File: src/hdl/yuv420_to_rgb555_block_defines.svh
// Assertion macros used by the RTL of the YUV 4:2:0 to RGB555 converter.
`ifndef YUV420_TO_RGB555_BLOCK_DEFINES_SVH
`define YUV420_TO_RGB555_BLOCK_DEFINES_SVH

// When the antecedent holds, the consequent holds in the same cycle.
`define Y2R_ASSERT_NOW(label, clk, rst_n, ante, cons, msg) \
    label: assert property (@(posedge clk) disable iff (!rst_n) (ante) |-> (cons)) \
        else $error(msg);

// When the antecedent holds, the consequent holds in the next cycle.
`define Y2R_ASSERT_NEXT(label, clk, rst_n, ante, cons, msg) \
    label: assert property (@(posedge clk) disable iff (!rst_n) (ante) |=> (cons)) \
        else $error(msg);

// When the antecedent holds, the consequent holds a fixed number of cycles later.
`define Y2R_ASSERT_LATER(label, clk, rst_n, ante, dly, cons, msg) \
    label: assert property (@(posedge clk) disable iff (!rst_n) (ante) |-> ##dly (cons)) \
        else $error(msg);

`endif

File: src/hdl/y2r555_pkg.sv
`default_nettype none

package y2r555_pkg;

    // Command codes.
    localparam logic [2:0] CMD_FULL         = 3'd0;
    localparam logic [2:0] CMD_HALF         = 3'd1;
    localparam logic [2:0] CMD_TOP_LEFT     = 3'd2;
    localparam logic [2:0] CMD_TOP_RIGHT    = 3'd3;
    localparam logic [2:0] CMD_BOTTOM_LEFT  = 3'd4;
    localparam logic [2:0] CMD_BOTTOM_RIGHT = 3'd5;

    // Fixed-point constants of the BT.601 conversion.
    localparam int SCALE_MUL  = 76309;
    localparam int SCALE_HALF = 32768;
    localparam int ROUND_HALF = SCALE_MUL / 2;
    localparam int COEF_RV    = 104597;
    localparam int COEF_BU    = 132201;
    localparam int COEF_GU    = -25675;
    localparam int COEF_GV    = -53279;
    localparam int CHROMA_MID = 128;
    localparam int LUMA_FLOOR = 16;

    localparam logic [4:0]  CHAN_CAP   = 5'h1f;
    localparam logic [15:0] OPAQUE_PIX = 16'h8000;

    // A chroma offset stays within -222..220; a luma plus offset within -222..475.
    typedef logic signed [9:0]  offset_t;
    typedef logic signed [9:0]  sum_t;
    // The scaled sum reaches about 35 million in magnitude.
    typedef logic signed [27:0] prod_t;
    typedef offset_t offset_table_t [256];

    // Rounded chroma offset for every chroma code, half away from zero.
    function automatic offset_table_t build_offset_table(input int coef);
        offset_table_t tbl;
        int d;
        int q;
        for (int k = 0; k < 256; k++) begin
            d = coef * (k - CHROMA_MID);
            if (d > 0) begin
                q = (d + ROUND_HALF) / SCALE_MUL;
            end
            else begin
                q = -((-d + ROUND_HALF) / SCALE_MUL);
            end
            tbl[k] = offset_t'(q);
        end
        return tbl;
    endfunction

    localparam offset_table_t RV_TABLE = build_offset_table(COEF_RV);
    localparam offset_table_t BU_TABLE = build_offset_table(COEF_BU);
    localparam offset_table_t GU_TABLE = build_offset_table(COEF_GU);
    localparam offset_table_t GV_TABLE = build_offset_table(COEF_GV);

    // Clamp a scaled sum to 0..255, shift it down and cap it at five bits.
    function automatic logic [4:0] channel_value(input prod_t n, input logic [1:0] shift);
        logic [7:0] c8;
        logic [7:0] v;
        if (n[27]) begin
            c8 = 8'd0;
        end
        else if (|n[26:24]) begin
            c8 = 8'd255;
        end
        else begin
            c8 = n[23:16];
        end
        v = c8 >> shift;
        return (v > {3'd0, CHAN_CAP}) ? CHAN_CAP : v[4:0];
    endfunction

endpackage

`default_nettype wire

File: src/hdl/yuv420_to_rgb555_block.sv
// Converts one 2x2 block of 4:2:0 luma with its shared Cb/Cr pair into four
// RGB555 pixels (red in bits 4..0, green 9..5, blue 14..10, bit 15 set).
// A new item may be started in every cycle; busy is always low. Each item's
// result appears on the pixel and write_mask ports with done high at the end of
// a four-stage pipeline: chroma offset lookup, luma plus offset, fixed-point
// scaling multiply, and clamp/pack.
// The receiver cannot stall, so results must be taken in the cycle they show.
// depth_shift (reset 3) is written through the APB port at addresses 0..3 and
// should only change while no item is in flight.
`default_nettype none

`include "yuv420_to_rgb555_block_defines.svh"

module yuv420_to_rgb555_block (
    input  wire logic        clk,
    input  wire logic        rst_n,
    // Item input.
    input  wire logic        start,
    output logic             busy,
    input  wire logic [2:0]  command,
    input  wire logic [7:0]  luma_top_left,
    input  wire logic [7:0]  luma_top_right,
    input  wire logic [7:0]  luma_bottom_left,
    input  wire logic [7:0]  luma_bottom_right,
    input  wire logic [7:0]  chroma_blue,
    input  wire logic [7:0]  chroma_red,
    // Result output.
    output logic             done,
    output logic [15:0]      pixel_top_left,
    output logic [15:0]      pixel_top_right,
    output logic [15:0]      pixel_bottom_left,
    output logic [15:0]      pixel_bottom_right,
    output logic [3:0]       write_mask,
    // Configuration port.
    input  wire logic        psel,
    input  wire logic        penable,
    input  wire logic        pwrite,
    input  wire logic [2:0]  paddr,
    input  wire logic [31:0] pwdata,
    output logic [31:0]      prdata,
    output logic             pready
);

    localparam int LATENCY = 4;

    // Configuration register.
    logic [1:0] depth_shift_reg;
    logic       cfg_write;

    assign pready    = 1'b1;
    assign cfg_write = psel && penable && pwrite && pready && !paddr[2];
    assign prdata    = paddr[2] ? 32'd0 : {30'd0, depth_shift_reg};

    always_ff @(posedge clk or negedge rst_n)
    begin
        if (!rst_n)
        begin
            depth_shift_reg <= 2'd3;
        end
        else if (cfg_write)
        begin
            depth_shift_reg <= pwdata[1:0];
        end
    end

    assign busy = 1'b0;

    // Stage 1: chroma offset lookup, luma selection and write mask.
    logic                 s1_valid_reg;
    logic [7:0]           s1_luma_reg [4];
    y2r555_pkg::offset_t  s1_off_reg [3];
    logic [3:0]           s1_mask_reg;

    logic [7:0]           s1_luma_next [4];
    y2r555_pkg::offset_t  s1_off_next [3];
    logic [3:0]           s1_mask_next;

    always_comb
    begin
        s1_off_next[0] = y2r555_pkg::RV_TABLE[chroma_red];
        s1_off_next[1] = y2r555_pkg::GU_TABLE[chroma_blue]
                       + y2r555_pkg::GV_TABLE[chroma_red];
        s1_off_next[2] = y2r555_pkg::BU_TABLE[chroma_blue];

        s1_luma_next[0] = luma_top_left;
        s1_luma_next[1] = luma_top_right;
        s1_luma_next[2] = luma_bottom_left;
        s1_luma_next[3] = luma_bottom_right;
        if (command == y2r555_pkg::CMD_HALF)
        begin
            s1_luma_next[1] = luma_top_left;
            s1_luma_next[3] = luma_bottom_left;
        end

        unique case (command)
            y2r555_pkg::CMD_FULL:         s1_mask_next = 4'b1111;
            y2r555_pkg::CMD_HALF:         s1_mask_next = 4'b1111;
            y2r555_pkg::CMD_TOP_LEFT:     s1_mask_next = 4'b0001;
            y2r555_pkg::CMD_TOP_RIGHT:    s1_mask_next = 4'b0010;
            y2r555_pkg::CMD_BOTTOM_LEFT:  s1_mask_next = 4'b0100;
            y2r555_pkg::CMD_BOTTOM_RIGHT: s1_mask_next = 4'b1000;
            default:                      s1_mask_next = 4'b0000;
        endcase
    end

    // Stage 2: add each channel offset to each luma sample.
    logic              s2_valid_reg;
    y2r555_pkg::sum_t  s2_sum_reg [4][3];
    logic [3:0]        s2_mask_reg;
    y2r555_pkg::sum_t  s2_sum_next [4][3];

    always_comb
    begin
        for (int p = 0; p < 4; p++)
        begin
            for (int c = 0; c < 3; c++)
            begin
                s2_sum_next[p][c] = $signed({2'b00, s1_luma_reg[p]}) + s1_off_reg[c];
            end
        end
    end

    // Stage 3: fixed-point scaling, one multiplier per channel of each pixel.
    logic               s3_valid_reg;
    y2r555_pkg::prod_t  s3_prod_reg [4][3];
    logic [3:0]         s3_mask_reg;
    y2r555_pkg::prod_t  s3_prod_next [4][3];

    always_comb
    begin
        for (int p = 0; p < 4; p++)
        begin
            for (int c = 0; c < 3; c++)
            begin
                s3_prod_next[p][c] =
                    (y2r555_pkg::prod_t'(s2_sum_reg[p][c])
                     - y2r555_pkg::prod_t'(y2r555_pkg::LUMA_FLOOR))
                    * y2r555_pkg::prod_t'(y2r555_pkg::SCALE_MUL)
                    + y2r555_pkg::prod_t'(y2r555_pkg::SCALE_HALF);
            end
        end
    end

    // Stage 4: clamp, shift, cap, pack and blank the pixels that are not written.
    logic        done_reg;
    logic [15:0] pixel_reg [4];
    logic [3:0]  mask_reg;
    logic [15:0] pixel_next [4];

    always_comb
    begin
        for (int p = 0; p < 4; p++)
        begin
            if (s3_mask_reg[p])
            begin
                pixel_next[p] = {1'b1,
                    y2r555_pkg::channel_value(s3_prod_reg[p][2], depth_shift_reg),
                    y2r555_pkg::channel_value(s3_prod_reg[p][1], depth_shift_reg),
                    y2r555_pkg::channel_value(s3_prod_reg[p][0], depth_shift_reg)};
            end
            else
            begin
                pixel_next[p] = y2r555_pkg::OPAQUE_PIX;
            end
        end
    end

    // Valid bits of the pipeline.
    always_ff @(posedge clk or negedge rst_n)
    begin
        if (!rst_n)
        begin
            s1_valid_reg <= 1'b0;
            s2_valid_reg <= 1'b0;
            s3_valid_reg <= 1'b0;
            done_reg     <= 1'b0;
        end
        else
        begin
            s1_valid_reg <= start && !busy;
            s2_valid_reg <= s1_valid_reg;
            s3_valid_reg <= s2_valid_reg;
            done_reg     <= s3_valid_reg;
        end
    end

    // Data registers of the pipeline.
    always_ff @(posedge clk)
    begin
        s1_luma_reg <= s1_luma_next;
        s1_off_reg  <= s1_off_next;
        s1_mask_reg <= s1_mask_next;
        s2_sum_reg  <= s2_sum_next;
        s2_mask_reg <= s1_mask_reg;
        s3_prod_reg <= s3_prod_next;
        s3_mask_reg <= s2_mask_reg;
    end

    // Result registers hold the last item until the next one arrives.
    always_ff @(posedge clk or negedge rst_n)
    begin
        if (!rst_n)
        begin
            pixel_reg <= '{default: y2r555_pkg::OPAQUE_PIX};
            mask_reg  <= 4'd0;
        end
        else if (s3_valid_reg)
        begin
            pixel_reg <= pixel_next;
            mask_reg  <= s3_mask_reg;
        end
    end

    assign done               = done_reg;
    assign pixel_top_left     = pixel_reg[0];
    assign pixel_top_right    = pixel_reg[1];
    assign pixel_bottom_left  = pixel_reg[2];
    assign pixel_bottom_right = pixel_reg[3];
    assign write_mask         = mask_reg;

    // Checks on the pipeline.
    `Y2R_ASSERT_LATER(a_latency, clk, rst_n, start && !busy, LATENCY, done,
        "result missing after start")
    `Y2R_ASSERT_NOW(a_mask_shape, clk, rst_n, done,
        (write_mask == 4'b1111) || $onehot0(write_mask), "bad write mask")
    `Y2R_ASSERT_NOW(a_blank_unwritten, clk, rst_n, done,
        (write_mask[0] || (pixel_top_left == y2r555_pkg::OPAQUE_PIX))
        && (write_mask[1] || (pixel_top_right == y2r555_pkg::OPAQUE_PIX))
        && (write_mask[2] || (pixel_bottom_left == y2r555_pkg::OPAQUE_PIX))
        && (write_mask[3] || (pixel_bottom_right == y2r555_pkg::OPAQUE_PIX)),
        "unwritten pixel not blank")
    `Y2R_ASSERT_NEXT(a_hold_idle, clk, rst_n, !s3_valid_reg,
        $stable(pixel_top_left) && $stable(write_mask), "result changed without an item")

endmodule

`default_nettype wire
File: config.mk
export PLATFORM = sky130hd
export DESIGN_NAME = yuv420_to_rgb555_block
export DESIGN_NICKNAME = d
export VERILOG_FILES = /design/src/hdl/y2r555_pkg.sv /design/src/hdl/yuv420_to_rgb555_block.sv
export VERILOG_INCLUDE_DIRS = /design/src /design/src/hdl
export SDC_FILE = /design/constraint.sdc
export NUM_CORES = 2
export LEC_CHECK = 0
export ABC_AREA = 1
export ABC_CLOCK_PERIOD_IN_PS = 8000
export BUFFER_PORTS_ARGS = -buffer_cell sky130_fd_sc_hd__buf_2
export CORE_ASPECT_RATIO = 0.7
export CORE_MARGIN = 10
export CORE_UTILIZATION = 60
export DETAILED_ROUTE_END_ITERATION = 10
export PLACE_DENSITY = 0.77
export SKIP_LAST_GASP = 1
export SYNTH_ARGS = -nofsm -noshare
export SYNTH_HDL_FRONTEND = slang
export SYNTH_SLANG_ARGS = --single-unit
export TNS_END_PERCENT = 5
File: constraint.sdc
create_clock -name clk -period 8 [get_ports clk]
set_clock_uncertainty 0.05 [all_clocks]
set_input_delay 1.2 -clock clk [delete_from_list [all_inputs] [get_ports clk]]
set_output_delay 1.2 -clock clk [all_outputs]
set_load 0.05 [all_outputs]
==> flow_metrics.tcl <==
set metrics [dict create \
    path_class "reg -> reg" \
    rr_worst_depth 23 \
    maxSlewViolCount 0 \
    syn_area_um2 57400 \
    gp_congestion 1.00 \
    cts_hold_buf 0 \
    die_y_um 279 \
    synthFlopType "dfxtp_1" \
    period_share_pct 66.5 \
    grt_usage_pct 29.8 \
    coreArea_um2 94400 \
    n_fill_cell 8573 \
    cp.arrival_ns 5.76 \
    cts_tree "yes" \
    drv_cap 0 \
    clock_path_buffers 3 \
    rsz0062_at_grt "false" \
    num_vias 53600 \
    cts_resized 0 \
    ys_top_cells_by_area "ha_1 25%, nand2_1 14%, dfxtp_1 12%" \
    r2r-end "s3_prod_reg[55]" \
    synth_common_cells "2,137 x nand2_1, 1,259 x inv_1, 1,126 x ha_1, 635 x nand3_1, 591 x nor2_1" \
    ant_nets 0 \
    yosysWarningCount 0 \
    routed_wl_um 166000 \
    ys_seq_area_share_pct 14.8 \
    grt_max_degree 77 \
    cp_slowest_cell "fa_1" \
    worstMarginPinSlew_ns 1.11 \
    area_growth_pct 5.46 \
    crit_family "adder cells" \
    synth_edf_count 0 \
    cts_root_buffer "clkbuf_16" \
    cp.required_ns 8.44 \
    report.final.setup_viol 0 \
    final-hold-violation-count 0 \
    status "finished clean" \
    dp.final_hpwl_um 137000 \
    timing.rr.start "s2_sum_reg[14]" \
    grt-ovfl-total 0 \
    synth_seq_cells 406 \
    fmax_ghz 0.188 \
    ioPinCount 195 \
    syn-instance-count 8095 \
    endpoint_kind "flip-flop" \
    h-tree-depth 2 \
    viasPerCell 5.67 \
    firstDrtPassIters 8 \
    hold_path.class "reg -> reg" \
    rrSetupSlack_ns 2.68 \
    die_w_um 390 \
    crit_buf_inv 5 \
    drt-initial-drc-count 5410 \
    syn_area_per_cell_um2 7.10 \
    cts_made_buffers 45 \
    dieArea_um2 109000 \
    crit_end "s3_prod_reg[55]" \
    largest_reg_flops 144 \
    rows 94 \
    grt_pass1_wl_um 267000 \
    cts_sinks 406 \
    cp.depth 23 \
    clock_latency_ns 0.62 \
    path_cells "inv_1, ha_1, nand2_1, or2_2, nand2_1, ha_1, xor2_1, ha_1, inv_1, nand2_1, inv_1, fa_1, fa_1, inv_1, ha_1, ha_1, nand2_1, inv_1, nand3_1, nor3_1, nand3_1, nand4_1, nand2_1" \
    avgRoutedWirePerCell_um 17.5 \
    finalSetupTns_ns 0 \
    synthArstFlopShare_pct 17.2 \
    clk_pin_slew_ns 0.06 \
    startpoint "s2_sum_reg[14]" \
    drive_gt1_share_pct 3.89 \
    post-cts-setup-buffer-count 0 \
    cp_slowest_stage_delay_ns 0.50 \
    grt_pass1_vias 50500 \
    io_buffer_count 126 \
    nets 9721 \
    path_max_fanout 5 \
    drc 0 \
    maxSlewHeadroom_pct 26.2 \
    synth_top_area_share_pct 24.5 \
    fin_crit_ns 5.32 \
    yosysMostFrequentCell "nand2_1" \
    start_util_pct 60.8 \
    yosys.area.top_type "ha_1" \
    antenna_found_initial 6 \
    start_kind "flip-flop" \
    synth.distinct_cells 60 \
]
-- layer usage --
metal,vias to the layer above,part of all wire [%],global-route usage [%]
li1,26400,-,-
met1,24700,48,44.7
met2,2310,39,42.8
met4,0,1.7,5.29
met5,-,0,0
met3,193,11,7.48
-- cell families (layout without fill, tap and decap cells) --
logic type	count (synthesis)	in the layout	synth area share, %
xor+xnor	229	229	3.49
buf+inv	1417	1496	9.78
fa+ha+maj	1456	1456	36.0
compound gates	877	877	8.52
flops	406	406	14.8
simple gates	3692	3692	27.0
other cells	2	37	0.0131
mux	16	16	0.379
-- metrics by stage --
stage,hold WS [ns],setup slack [ns],area (µm²),instances,util [%]
floorplan,0.260,3.54,57600,8129,-
finish,0.274,2.68,60600,9457,64.2
detailed placement,0.262,2.81,59000,9374,62.5
CTS,0.268,2.80,60600,9456,64.1
global placement,0.260,2.95,59000,9374,62.5
global route,0.281,2.35,60600,9456,64.1
-- worst min path at each step --
| stage | from | end | slack, ns | cells after the start |
|---|---|---|---|---|
| 6_report | s1_mask_reg[3] | s2_mask_reg[3] | 0.27 | 0 |
| 2_1_floorplan | s1_mask_reg[0] | s2_mask_reg[0] | 0.26 | 0 |
| 4_1_cts | s1_mask_reg[3] | s2_mask_reg[3] | 0.27 | 0 |
| 5_1_grt | s1_mask_reg[0] | s2_mask_reg[0] | 0.28 | 0 |
| 3_5_place_dp | s1_mask_reg[2] | s2_mask_reg[2] | 0.26 | 0 |
| 3_3_place_gp | s1_mask_reg[2] | s2_mask_reg[2] | 0.26 | 0 |
-- cells in the final DEF (no fill, tap or decap), types with 6 or more instances in the layout --
cell type / synthesis / layout
nand4_1: 169 / 169
clkinv_2: 0 / 6
buf_4: 47 / 12
clkbuf_8: 0 / 11
nor3b_1: 6 / 6
a21oi_1: 416 / 416
clkbuf_16: 0 / 49
o21ai_1: 55 / 55
nand2_1: 2137 / 2137
buf_2: 37 / 125
or2_2: 23 / 23
fa_1: 330 / 330
mux2_2: 6 / 6
xnor2_1: 60 / 60
conb_1: 2 / 36
o211ai_1: 43 / 43
clkbuf_1: 29 / 8
dfxtp_1: 336 / 336
nor3_1: 65 / 65
dfrtp_1: 68 / 68
inv_2: 13 / 14
ha_1: 1126 / 1126
mux2_4: 10 / 10
nor4_1: 9 / 9
inv_1: 1259 / 1258
nor2_1: 591 / 591
o21a_1: 10 / 10
and2_1: 12 / 12
xor2_1: 169 / 169
a21o_1: 37 / 37
nand3_1: 635 / 635
nand2_2: 12 / 12
a31o_2: 7 / 7
o21ai_0: 210 / 210
nand2_4: 9 / 9
o21bai_1: 64 / 64
o21ai_2: 7 / 7
-- worst reg2reg max path, delay by kind of cell (launching register included) --
kind | cells | cell delay (ns)
adders and majority gates | 7 | 2.43
and+or+nand+nor | 10 | 1.53
buffers and inverters | 5 | 0.47
DFF | 1 | 0.38
xor gates and xnor gates | 1 | 0.31
-- area by class of cell --
class / instances / area (µm²) / area share, %
Clock buffer: 68 / 1410 / 2.32
Timing Repair Buffer: 137 / 716 / 1.18
Tap cell: 1248 / 1560 / 2.58
Clock inverter: 14 / 143 / 0.235
Sequential cell: 406 / 8480 / 14.0
Antenna cell: 1 / 2.50 / 0.00413
Inverter: 1277 / 4800 / 7.92
Multi-Input combinational cell: 6306 / 43500 / 71.8
Power is left out: the tool's default activity adds up to more than one toggle a clock period on the data nets, which glitch-free logic cannot reach.
